### config.mk
export PLATFORM = sky130hd
export DESIGN_NAME = ramped_velocity_pi_controller_core
export DESIGN_NICKNAME = d
export VERILOG_FILES = /design/src/sv/rvpi_pkg.sv /design/src/sv/ramped_velocity_pi_controller_core.sv
export SDC_FILE = /design/constraint.sdc
export NUM_CORES = 2
export LEC_CHECK = 0
export CAP_MARGIN = 30
export CORE_AREA = 3 3 315 317
export CTS_BUF_LIST = sky130_fd_sc_hd__clkbuf_2
export DETAILED_ROUTE_END_ITERATION = 7
export DIE_AREA = 0 0 318 320
export DONT_BUFFER_PORTS = 1
export HOLD_SLACK_MARGIN = 0.05
export PLACE_DENSITY = 0.72
export SLEW_MARGIN = 20
export SYNTH_ARGS = -nofsm -noshare
export SYNTH_HDL_FRONTEND = slang
export SYNTH_SLANG_ARGS = --single-unit
### constraint.sdc
create_clock -name clk_i -period 20.9 [get_ports clk_i]
set_input_delay 3.135 -clock clk_i [delete_from_list [all_inputs] [get_ports clk_i]]
set_output_delay 3.135 -clock clk_i [all_outputs]
set_load 0.02 [all_outputs]
### src/sv/rvpi_pkg.sv
// Shared types and constants of the ramped velocity PI controller.
package rvpi_pkg;

  // Configuration write port widths
  localparam int unsigned CfgIdxW  = 3;
  localparam int unsigned CfgDataW = 32;

  // Serial step counter and the last step of each serial phase
  localparam int unsigned CntW = 5;
  localparam logic [CntW-1:0] MUL1_LAST = 5'd20;  // 21-bit signed speed operands
  localparam logic [CntW-1:0] MUL2_LAST = 5'd31;  // 32-bit signed error operand
  localparam logic [CntW-1:0] DIV_LAST  = 5'd18;  // 19-bit filter dividend

  // Filter divisor (0.2/0.8 blend computed as a divide by five)
  localparam logic [3:0] FILT_DIV = 4'd5;

  // Register indexes of the configuration port
  typedef enum logic [CfgIdxW-1:0] {
    REG_KP_GAIN      = 3'd0,
    REG_KI_PERIOD    = 3'd1,
    REG_INV_SPD_MAX  = 3'd2,
    REG_DUTY_LIM_HI  = 3'd3,
    REG_DUTY_LIM_LO  = 3'd4,
    REG_SPD_DEADBAND = 3'd5,
    REG_RAMP_STEP    = 3'd6
  } cfg_reg_e;

  // Input item
  typedef struct packed {
    logic signed [19:0] target_speed;
    logic signed [19:0] measured_speed;
    logic               ramp_enable;
    logic               restart;
  } in_item_t;

  // Result item
  typedef struct packed {
    logic        [15:0] duty;
    logic               forward;
    logic               drive_enable;
    logic signed [19:0] ramped_reference;
  } out_item_t;

endpackage

### src/sv/ramped_velocity_pi_controller_core.sv
// Ramped velocity PI controller with back-calculation anti-windup (top level).
//
// Usage:
//   Input channel (in_valid_i/in_ready_o/in_data_i) takes one control tick:
//   target and measured speed, ramp enable and restart. The output channel
//   (out_valid_o/out_ready_i/out_data_o) returns one item per tick: duty,
//   direction, drive enable and the current ramp value.
//   Configuration registers are written through cfg_we_i/cfg_index_i/cfg_data_i;
//   the user must do so only while no tick is in flight; the block does not check.
// Timing:
//   A new tick is taken only once the previous one has finished; the computation
//   runs through the serial shift-add multipliers (21 steps for speed scaling,
//   32 steps for the gain products, two lanes each) and the bit-serial divide
//   by five of the output filter (19 steps).
// Reset:
//   Configuration registers return to their defaults; integrator, filter and ramp clear.
// Stall:
//   A finished result waits in the output register; the next tick is taken
//   and computed meanwhile, and holds at its last step until the register frees.
module ramped_velocity_pi_controller_core
  import rvpi_pkg::*;
(
  input  logic                clk_i,
  input  logic                rst_ni,
  input  logic                in_valid_i,
  output logic                in_ready_o,
  input  in_item_t            in_data_i,
  output logic                out_valid_o,
  input  logic                out_ready_i,
  output out_item_t           out_data_o,
  input  logic                cfg_we_i,
  input  logic [CfgIdxW-1:0]  cfg_index_i,
  input  logic [CfgDataW-1:0] cfg_data_i
);

  typedef enum logic [3:0] {
    ST_IDLE,
    ST_RAMP,
    ST_DIR,
    ST_MUL1,
    ST_ERR,
    ST_MUL2,
    ST_SUM,
    ST_ADD,
    ST_CLAMP,
    ST_INTEG,
    ST_DIV,
    ST_DONE
  } state_e;

  // Saturate a 34-bit signed value to 32 bits
  function automatic logic [31:0] sat_err(input logic [33:0] x);
    logic [31:0] r;
    if (x[33:31] == 3'b000 || x[33:31] == 3'b111) begin
      r = x[31:0];
    end else if (x[33]) begin
      r = 32'h8000_0000;
    end else begin
      r = 32'h7FFF_FFFF;
    end
    return r;
  endfunction

  // Saturate a 43-bit signed value to 32 bits
  function automatic logic [31:0] sat_int(input logic [42:0] x);
    logic [31:0] r;
    if (x[42:31] == 12'h000 || x[42:31] == 12'hFFF) begin
      r = x[31:0];
    end else if (x[42]) begin
      r = 32'h8000_0000;
    end else begin
      r = 32'h7FFF_FFFF;
    end
    return r;
  endfunction

  // Control and architectural state
  state_e          state_q;
  logic [CntW-1:0] cnt_q;
  logic            out_valid_q;
  out_item_t       out_q;
  logic [23:0]     kp_q;
  logic [31:0]     ki_q;
  logic [31:0]     isp_q;
  logic [15:0]     lim_hi_q;
  logic [15:0]     lim_lo_q;
  logic [18:0]     deadband_q;
  logic [18:0]     ramp_step_q;
  logic [31:0]     integ_q;
  logic [16:0]     filt_q;
  logic [19:0]     ramp_q;

  // Datapath registers
  logic [19:0] tgt_q;
  logic [19:0] meas_q;
  logic        ramp_en_q;
  logic [19:0] ref_q;
  logic        fwd_q;
  logic [20:0] ref_abs_q;
  logic [20:0] meas_adj_q;
  logic        en_q;
  logic [31:0] s0_q, s1_q;
  logic [63:0] m0_q, m1_q;
  logic [63:0] acc0_q, acc1_q;
  logic [30:0] rn_q;
  logic [42:0] uo_part_q;
  logic [42:0] ui_q;
  logic [42:0] uo_raw_q;
  logic [16:0] uo_sat_q;
  logic [18:0] div_q;
  logic [2:0]  rem_q;

  logic in_xfer;
  logic out_free;
  assign in_xfer  = in_valid_i && (state_q == ST_IDLE);
  assign out_free = !out_valid_q || out_ready_i;

  assign in_ready_o  = (state_q == ST_IDLE);
  assign out_valid_o = out_valid_q;
  assign out_data_o  = out_q;

  // Ramp generator step
  logic [20:0] ramp_ext, tgt_ext, step_ext, step_neg, ramp_diff, ramp_sum;
  logic [19:0] ramp_nxt;
  always_comb begin
    ramp_ext  = {ramp_q[19], ramp_q};
    tgt_ext   = {tgt_q[19], tgt_q};
    step_ext  = {2'b00, ramp_step_q};
    step_neg  = 21'd0 - step_ext;
    ramp_diff = tgt_ext - ramp_ext;
    priority if ($signed(ramp_diff) > $signed(step_ext)) begin
      ramp_sum = ramp_ext + step_ext;
    end else if ($signed(ramp_diff) < $signed(step_neg)) begin
      ramp_sum = ramp_ext - step_ext;
    end else begin
      ramp_sum = tgt_ext;
    end
    ramp_nxt = ramp_sum[19:0];
  end

  // Direction: negate both speeds for a negative reference
  logic [20:0] ref_ext, meas_ext, ref_abs_d, meas_adj_d;
  always_comb begin
    ref_ext  = {ref_q[19], ref_q};
    meas_ext = {meas_q[19], meas_q};
    if (ref_q[19]) begin
      ref_abs_d  = 21'd0 - ref_ext;
      meas_adj_d = 21'd0 - meas_ext;
    end else begin
      ref_abs_d  = ref_ext;
      meas_adj_d = meas_ext;
    end
  end

  // Serial shift-add lanes; the last step weights the sign bit negatively
  logic        mul_last;
  logic [63:0] term0, term1, acc0_d, acc1_d;
  always_comb begin
    mul_last = (state_q == ST_MUL1) ? (cnt_q == MUL1_LAST) : (cnt_q == MUL2_LAST);
    term0    = s0_q[0] ? m0_q : 64'd0;
    term1    = s1_q[0] ? m1_q : 64'd0;
    acc0_d   = mul_last ? (acc0_q - term0) : (acc0_q + term0);
    acc1_d   = mul_last ? (acc1_q - term1) : (acc1_q + term1);
  end

  // Speed error from the scaled speeds, and drive enable
  logic [30:0] rn;
  logic [31:0] an;
  logic [33:0] err_wide;
  logic [31:0] err;
  logic [20:0] db_ext;
  logic        en_d;
  always_comb begin
    rn       = acc0_q[50:20];
    an       = acc1_q[51:20];
    err_wide = {3'b000, rn} - {{2{an[31]}}, an};
    err      = sat_err(err_wide);
    db_ext   = {2'b00, deadband_q};
    en_d     = !(($signed(ref_abs_q) < $signed(db_ext)) &&
                 ($signed(meas_adj_q) < $signed(db_ext)));
  end

  // Output sum, clamp and back-calculated integrator
  logic [39:0] up, delta;
  logic [42:0] uo_part_d, ui_d;
  logic [42:0] hi_ext, lo_ext;
  logic [16:0] uo_sat_d;
  logic [31:0] integ_new;
  logic [18:0] dividend;
  always_comb begin
    up        = acc0_q[55:16];
    delta     = acc1_q[63:24];
    uo_part_d = {12'd0, rn_q} + {{3{up[39]}}, up};
    ui_d      = {{11{integ_q[31]}}, integ_q} + {{3{delta[39]}}, delta};
    hi_ext    = {26'd0, lim_hi_q, 1'b0};
    lo_ext    = {26'd0, lim_lo_q, 1'b0};
    priority if ($signed(uo_raw_q) > $signed(hi_ext)) begin
      uo_sat_d = hi_ext[16:0];
    end else if ($signed(uo_raw_q) < $signed(lo_ext)) begin
      uo_sat_d = lo_ext[16:0];
    end else begin
      uo_sat_d = uo_raw_q[16:0];
    end
    integ_new = sat_int({26'd0, uo_sat_q} - uo_part_q);
    dividend  = {2'b00, filt_q} + {uo_sat_q, 2'b00} + 19'd2;
  end

  // Restoring divide by five, one quotient bit per step
  logic [3:0]  rem_try;
  logic        q_bit;
  logic [2:0]  rem_d;
  logic [18:0] div_d;
  always_comb begin
    rem_try = {rem_q, div_q[18]};
    q_bit   = (rem_try >= FILT_DIV);
    rem_d   = q_bit ? 3'(rem_try - FILT_DIV) : rem_try[2:0];
    div_d   = {div_q[17:0], q_bit};
  end

  // Result fields
  out_item_t out_d;
  always_comb begin
    out_d.duty             = en_q ? div_q[16:1] : 16'd0;
    out_d.forward          = en_q ? fwd_q : 1'b1;
    out_d.drive_enable     = en_q;
    out_d.ramped_reference = ramp_q;
  end

  // Sequencer, configuration registers and loop state
  always_ff @(posedge clk_i or negedge rst_ni) begin
    if (!rst_ni) begin
      state_q     <= ST_IDLE;
      cnt_q       <= '0;
      out_valid_q <= 1'b0;
      out_q       <= '0;
      kp_q        <= 24'd65536;
      ki_q        <= '0;
      isp_q       <= '0;
      lim_hi_q    <= 16'd32768;
      lim_lo_q    <= '0;
      deadband_q  <= '0;
      ramp_step_q <= '0;
      integ_q     <= '0;
      filt_q      <= '0;
      ramp_q      <= '0;
    end else begin
      if (cfg_we_i) begin
        unique case (cfg_reg_e'(cfg_index_i))
          REG_KP_GAIN:      kp_q        <= cfg_data_i[23:0];
          REG_KI_PERIOD:    ki_q        <= cfg_data_i;
          REG_INV_SPD_MAX:  isp_q       <= cfg_data_i;
          REG_DUTY_LIM_HI:  lim_hi_q    <= cfg_data_i[15:0];
          REG_DUTY_LIM_LO:  lim_lo_q    <= cfg_data_i[15:0];
          REG_SPD_DEADBAND: deadband_q  <= cfg_data_i[18:0];
          REG_RAMP_STEP:    ramp_step_q <= cfg_data_i[18:0];
          default: ;
        endcase
      end

      // Result leaves; in ST_DONE the load of the next result decides instead
      if (out_valid_q && out_ready_i && state_q != ST_DONE) begin
        out_valid_q <= 1'b0;
      end

      unique case (state_q)
        ST_IDLE: begin
          if (in_xfer) begin
            if (in_data_i.restart) begin
              integ_q <= '0;
              filt_q  <= '0;
              ramp_q  <= '0;
            end
            state_q <= ST_RAMP;
          end
        end
        ST_RAMP: begin
          if (ramp_en_q) begin
            ramp_q <= ramp_nxt;
          end
          state_q <= ST_DIR;
        end
        ST_DIR: begin
          cnt_q   <= '0;
          state_q <= ST_MUL1;
        end
        ST_MUL1: begin
          if (cnt_q == MUL1_LAST) begin
            cnt_q   <= '0;
            state_q <= ST_ERR;
          end else begin
            cnt_q <= cnt_q + 5'd1;
          end
        end
        ST_ERR: begin
          cnt_q   <= '0;
          state_q <= ST_MUL2;
        end
        ST_MUL2: begin
          if (cnt_q == MUL2_LAST) begin
            cnt_q   <= '0;
            state_q <= ST_SUM;
          end else begin
            cnt_q <= cnt_q + 5'd1;
          end
        end
        ST_SUM:   state_q <= ST_ADD;
        ST_ADD:   state_q <= ST_CLAMP;
        ST_CLAMP: state_q <= ST_INTEG;
        ST_INTEG: begin
          integ_q <= en_q ? integ_new : 32'd0;
          cnt_q   <= '0;
          state_q <= ST_DIV;
        end
        ST_DIV: begin
          if (cnt_q == DIV_LAST) begin
            cnt_q   <= '0;
            state_q <= ST_DONE;
          end else begin
            cnt_q <= cnt_q + 5'd1;
          end
        end
        ST_DONE: begin
          if (out_free) begin
            filt_q      <= div_q[16:0];
            out_q       <= out_d;
            out_valid_q <= 1'b1;
            state_q     <= ST_IDLE;
          end
        end
        default: state_q <= ST_IDLE;
      endcase
    end
  end

  // Datapath registers
  always_ff @(posedge clk_i) begin
    unique case (state_q)
      ST_IDLE: begin
        if (in_xfer) begin
          tgt_q     <= in_data_i.target_speed;
          meas_q    <= in_data_i.measured_speed;
          ramp_en_q <= in_data_i.ramp_enable;
        end
      end
      ST_RAMP: begin
        ref_q <= ramp_en_q ? ramp_nxt : tgt_q;
      end
      ST_DIR: begin
        fwd_q      <= !ref_q[19];
        ref_abs_q  <= ref_abs_d;
        meas_adj_q <= meas_adj_d;
        s0_q       <= {{11{ref_abs_d[20]}}, ref_abs_d};
        s1_q       <= {{11{meas_adj_d[20]}}, meas_adj_d};
        m0_q       <= {32'd0, isp_q};
        m1_q       <= {32'd0, isp_q};
        acc0_q     <= '0;
        acc1_q     <= '0;
      end
      ST_MUL1, ST_MUL2: begin
        s0_q   <= {1'b0, s0_q[31:1]};
        s1_q   <= {1'b0, s1_q[31:1]};
        m0_q   <= {m0_q[62:0], 1'b0};
        m1_q   <= {m1_q[62:0], 1'b0};
        acc0_q <= acc0_d;
        acc1_q <= acc1_d;
      end
      ST_ERR: begin
        rn_q   <= rn;
        en_q   <= en_d;
        s0_q   <= err;
        s1_q   <= err;
        m0_q   <= {40'd0, kp_q};
        m1_q   <= {32'd0, ki_q};
        acc0_q <= '0;
        acc1_q <= '0;
      end
      ST_SUM: begin
        uo_part_q <= uo_part_d;
        ui_q      <= ui_d;
      end
      ST_ADD: begin
        uo_raw_q <= uo_part_q + ui_q;
      end
      ST_CLAMP: begin
        uo_sat_q <= uo_sat_d;
      end
      ST_INTEG: begin
        div_q <= dividend;
        rem_q <= '0;
      end
      ST_DIV: begin
        div_q <= div_d;
        rem_q <= rem_d;
      end
      ST_DONE: ;
      default: ;
    endcase
  end

endmodule
== Word-level counts from Yosys, hierarchy flattened ==
Index checks and enable logic that the tools add are counted.
Widths: inputs -> output; s select.
Storage, ports and cells
  bits in registers: 899
  input bits: 82
  output and inout bits: 40
  logic and storage cells: 185
Cells by class
  add/sub/neg operators: 19
  magnitude comparators: 7
  equality and inequality tests: 30
  muxes and demuxes: 52
  reduce and logical (&&, ||, !) cells: 38
Operators with widths (count)
  $pmux 64 s3: 2
  $mux 64: 4
  $pmux 64 s2: 2
  $mux 32: 7
  $pmux 32 s3: 2
  $add 64x64->64: 2
  $sub 64x64->64: 2
  $mux 20: 6
  $mux 17: 5
  $add 32x40->41: 2
  $pmux 32 s2: 1
  $lt 21x20->1: 3
  $pmux 4 s12: 1
  $add 43x43->43: 1
  $gt 43x18->1: 1
  $lt 43x18->1: 1
  $sub 17x43->43: 1
  $mux 21: 2
  $sub 1x20->21 const A: 2
  $pmux 20 s2: 1
  $pmux 19 s2: 1
  $pmux 17 s2: 1
  $sub 32x32->33: 1
  $gt 21x20->1: 1
  other kinds (43): 94

== Logic depth before layout (Yosys ltp) ==
  depth in word-level cells: 6
  mapped depth: 29
  depth with buffers taken out: 23

== Least setup slack after synthesis ==
No wires, ideal clock.
  path type: register -> register
  start: reg state_q[3]
  end: reg acc0_q[0], enable pin
  library setup time: 638 ps
  data arrival time: 6533 ps
  data required time: 20262 ps
  path slack: 13729 ps
  cell stages (with the launch flop): 4
  period minus slack after synthesis: 7171 ps
  cell sequence: dfrtp_1 > clkbuf_1 > clkbuf_1 > a21oi_1
Between the ends
  cells in the longest elaborated chain, start to end: 3
  elaborated cells between the ends (all ways): 7
  those cells by class: 4 x eq/ne; 3 x reduce/logical
RTL lines
  start, declared: line ramped_velocity_pi_controller_core.sv:78  | state_e state_q;
  start signal, assigned: line ramped_velocity_pi_controller_core.sv:232  | state_q <= ST_IDLE;
  start signal, assigned: line ramped_velocity_pi_controller_core.sv:273  | state_q <= ST_RAMP;
  start signal, assigned: line ramped_velocity_pi_controller_core.sv:280  | state_q <= ST_DIR;
  $eq 4x3->1 / $eq 4x2->1 (equally long branches): line ramped_velocity_pi_controller_core.sv:337  | unique case (state_q)
  $reduce_or 2->1, on equally long branches
  $reduce_bool 2->1 (no line) (*)
  end signal, assigned: line ramped_velocity_pi_controller_core.sv:356  | acc0_q <= '0;
  end signal, assigned: line ramped_velocity_pi_controller_core.sv:364  | acc0_q <= acc0_d;
  end signal, assigned: line ramped_velocity_pi_controller_core.sv:374  | acc0_q <= '0;
  end, declared: line ramped_velocity_pi_controller_core.sv:104  | logic [63:0] acc0_q, acc1_q;
Mark *: on every way between the ends. The rest lies on a longest branch, timed or not.
A chain may end at the register's enable or synchronous reset.

== Worst setup path after layout ==
  start: reg state_q[0]
  end: reg acc1_q[63], data pin
Between the ends
  cells in the longest elaborated chain, start to end: 4
  elaborated cells between the ends (all ways): 9
  those cells by class: 4 x eq/ne; 3 x mux; 2 x reduce/logical
RTL lines
  $eq 4x2->1: line ramped_velocity_pi_controller_core.sv:159, ramped_velocity_pi_controller_core.sv:337
  $mux 1: line ramped_velocity_pi_controller_core.sv:159  | mul_last = (state_q == ST_MUL1) ? (cnt_q == MUL1_LAST) : (cnt_q == MUL2_LAST);
  $mux 64: line ramped_velocity_pi_controller_core.sv:163  | acc1_d = mul_last ? (acc1_q - term1) : (acc1_q + term1);
  $pmux 64 s2 (*): line ramped_velocity_pi_controller_core.sv:337
  end signal, assigned: line ramped_velocity_pi_controller_core.sv:357  | acc1_q <= '0;
  end signal, assigned: line ramped_velocity_pi_controller_core.sv:365  | acc1_q <= acc1_d;
  end signal, assigned: line ramped_velocity_pi_controller_core.sv:375  | acc1_q <= '0;
  end, declared: line ramped_velocity_pi_controller_core.sv:104
Marks and branches as above.

==> flow_metrics.py <==
metrics = {
    "setup_path": {
        "crit_chain": "buf_4 > nand2_1 > nor3_1 > mux2_4 > buf_4 > nor2_1 > a31oi_1 > nand2_1 > ha_1 > nand2_1 > a21oi_1 > a2111oi_0 > nor3_1 > a31o_2 > a32oi_1 > o31ai_1 > a311o_1 > a311o_1 > xnor2_1 > nor2_1",
        "critPathTopFamily": "compound AO/OA/AOI/OAI gates",
        "path_buf_inv": 2,
        "cp_common_cell": "nand2_1",
        "cp.arrival_ns": 8.55,
        "critPathMaxStageDelay_ns": 0.72,
        "crit_type": "register to register",
        "required_ns": 22.22,
        "critPathLaunchType": "register",
        "cp-end-kind": "register",
        "cpMaxStageDelayCell": "nor3_1",
        "cp_max_fo": 74,
    },
    "finish": {
        "fin_nets": 6500,
        "layout-drive-gt1-share_pct": 10.68,
        "areaGrowthSynthToFinish_pct": 6.095,
        "fill_cells": 8027,
    },
    "timing": {
        "skew_ns": 0.09300,
        "rsz0062_at_grt": "false",
        "worst_pin_slew_ns": 1.026,
        "holdWs_ns": 0.5130,
        "setup_slack_ns": 13.67,
        "hold_violations": 0,
        "relSlewSlack_pct": 31.63,
        "fmax_ghz": 0.1383,
        "final.setup.tns_ns": 0,
        "period_minus_slack_ns": 7.229,
        "setup_viol": 0,
        "slew_viol_final": 0,
        "period_share_pct": 34.59,
    },
    "yosys": {
        "synthSimpleGateAreaFrac_pct": 14.84,
        "async_flop_share_pct": 31.29,
        "synth_nets": 6441,
        "ys_seq_area_share_pct": 43.17,
        "synth_edf_count": 604,
        "synth-main-ff-cell": "edfxtp_1",
        "avgSynthCellArea_sq_um": 9.852,
        "yosys_warnings": 0,
        "yosysTopAreaCellShare_pct": 31.29,
        "synthTopCellsByArea": "edfxtp_1 31%, dfrtp_1 12%, ha_1 10%",
        "netlist-cell-type-count": 91,
        "synth_top_area_cell": "edfxtp_1",
        "synthAdderAreaFrac_pct": 10.40,
        "netlist_area_sq_um": 57970,
        "synth_compound_area_share_pct": 18.46,
        "ys_ff_latch": 879,
        "muxShareOfSynthArea_pct": 3.674,
        "synth-xor-area-share_pct": 6.195,
        "synth_top_family_by_area": "compound AO/OA/AOI/OAI gates",
        "synthCells": 5884,
    },
    "drt": {
        "routed_wl_microns": 164300,
        "ant_nets": 0,
        "num_vias": 46470,
        "drc": 0,
        "drt_iter0_drc": 4633,
        "drtPass1Iterations": 6,
        "via_per_inst": 6.261,
        "wire_per_inst_microns": 22.13,
    },
    "die": {
        "die_y_microns": 320,
        "fp-row-count": 114,
        "die-area_sq_um": 101800,
        "start_util_pct": 60.03,
        "die_width_microns": 318,
        "num_io_pins": 122,
        "coreArea_sq_um": 96570,
    },
    "clock_network": {
        "path_clk_slew_ns": 0.12,
        "cts-root-buf": "clkbuf_2",
        "post_cts_buffers": 0,
        "cts_made_buffers": 227,
        "ctsResizeCount": 0,
        "cts.path.max_buffers": 3,
        "cts.htree.levels": 4,
        "clk_latency_ns": 1.58,
        "cts_tree": "yes",
        "cts.sinks": 879,
        "cts_hold_buf": 0,
    },
    "outcome": {
        "outcome": "completed",
    },
    "run": {
        "max-cap-violations": 0,
    },
    "placement": {
        "place.gp.congestion": 0.9628,
        "place_hpwl_microns": 122500,
        "io_buffers": 0,
        "pre_cts_ws_ns": 13.69,
    },
    "global_route": {
        "antenna_found_initial": 8,
        "grt_max_degree": 276,
        "grt_pass1_vias": 43960,
        "grt_first_pass_wirelength_microns": 252200,
        "grtUsageTotal_pct": 31.53,
        "grt_remaining_overflow": 0,
    },
    "worst_hold_path": {
        "hold_class": "register to register",
    },
}
-- worst paths after layout --
| kind | end | slack [ns] | cells past startpoint | start |
|---|---|---|---|---|
| max | acc1_q[63]$_SDFFCE_PP0P_ | 13.67 | 20 | state_q[0]$_DFFE_PN0P_ |
| min | filt_q[0]$_DFFE_PN0P_ | 0.51 | 1 | filt_q[0]$_DFFE_PN0P_ |
| max reg2reg | acc1_q[63]$_SDFFCE_PP0P_ | 13.67 | 20 | state_q[0]$_DFFE_PN0P_ |
| min reg2reg | filt_q[0]$_DFFE_PN0P_ | 0.51 | 1 | filt_q[0]$_DFFE_PN0P_ |
| max in group asynchronous | ki_q[27]$_DFFE_PN0P_ | 19.14 | 0 | rst_ni |
| min in group asynchronous | ramp_q[13]$_DFFE_PN0P_ | 1.29 | 0 | rst_ni |
-- per-layer routing --
metal / track usage, % / part of all wire (%) / vias up
met2: 49.71 / 45 / 1799
met1: 43.87 / 44 / 22300
li1: - / - / 22040
met4: 11.48 / 3.5 / 4
met3: 5.657 / 7.6 / 325
met5: 0 / 0.016 / -
-- cell usage in the layout (no fill, tap or decap), types with 42 or more instances in the layout --
cell type,Yosys,routed
buf_4,0,45
nand2b_1,94,94
o21a_1,66,66
a31oi_1,49,48
dfrtp_1,273,272
nor2_1,432,428
or3_1,58,58
o21bai_1,55,55
a21o_1,191,191
mux2_2,149,148
nand4_1,43,43
ha_1,464,464
xor2_1,145,145
nand2_1,632,632
edfxtp_1,604,604
clkbuf_2,0,346
and3_1,101,101
xnor2_1,265,265
nor2b_1,59,59
mux2i_1,44,43
inv_1,276,275
clkinv_1,1,56
a22oi_1,102,102
o21ai_0,292,291
o31ai_1,60,60
a21oi_1,387,383
a221o_1,42,42
nor3_1,120,115
nand3_1,127,127
-- registers in the layout, indices dropped and copies added, names as in the netlist, 20 cells and up --
| register | cells |
|---|---|
| acc0_q | 56 |
| acc1_q | 64 |
| integ_q | 32 |
| isp_q | 32 |
| ki_q | 32 |
| kp_q | 24 |
| m0_q | 56 |
| m1_q | 64 |
| meas_adj_q | 21 |
| meas_q | 20 |
| out_data_o | 38 |
| ramp_q | 20 |
| ref_abs_q | 21 |
| ref_q | 20 |
| rn_q | 31 |
| s0_q | 32 |
| s1_q | 32 |
| tgt_q | 20 |
| ui_q | 41 |
| uo_part_q | 41 |
| uo_raw_q | 43 |
-- stage by stage --
stage	instance area, sq um	instances	util (%)
finish	61500	7422	63.69
global route	61490	7419	63.68
CTS	61410	7413	63.59
detailed placement	59200	6985	61.30
global placement	59190	6984	61.29
floorplan	57970	5884	-
-- cell usage after synthesis, types with 34 or more instances --
master    instances
nand2_1         632
edfxtp_1        604
ha_1            464
nor2_1          432
a21oi_1         387
o21ai_0         292
inv_1           276
dfrtp_1         273
xnor2_1         265
clkbuf_1        198
a21o_1          191
mux2_2          149
xor2_1          145
nand3_1         127
nor3_1          120
a22oi_1         102
and3_1          101
nand2b_1         94
o21a_1           66
o31ai_1          60
nor2b_1          59
or3_1            58
o21bai_1         55
a31oi_1          49
mux2i_1          44
nand4_1          43
a221o_1          42
o211ai_1         40
nor4_1           37
a211oi_1         34
-- kinds of logic after synthesis --
logic type                 after synthesis
xor gates and xnor gates               410
other                                    1
adders and majority gates              475
DFF                                    879
muxes                                  194
AOI/OAI and AO/OA                     1602
buffers and inverters                  498
and+or+nand+nor                       1825
-- worst reg2reg max path, cell delays in order, from the launching register on --
cell	delay (ns)
dfrtp_2	0.36
buf_4	0.49
nand2_1	0.27
nor3_1	0.72
mux2_4	0.59
buf_4	0.61
nor2_1	0.37
a31oi_1	0.25
nand2_1	0.08
ha_1	0.37
nand2_1	0.15
a21oi_1	0.07
a2111oi_0	0.61
nor3_1	0.19
a31o_2	0.29
a32oi_1	0.38
o31ai_1	0.26
a311o_1	0.42
a311o_1	0.35
xnor2_1	0.15
nor2_1	0.05
-- layout make-up --
cell class	instances	area [sq um]	area share, %
multi-input combinational	4507	31190	50.71
antenna	4	10.01	0.01628
timing repair buffer	51	434.2	0.7060
tap	1276	1597	2.596
clock buffer	346	1732	2.816
clock inverter	82	475.5	0.7731
sequential	879	25020	40.69
inverter	277	1041	1.693
Power is not shown: default switching activity piles up to over one toggle a cycle in this logic, so the estimate is an artifact.
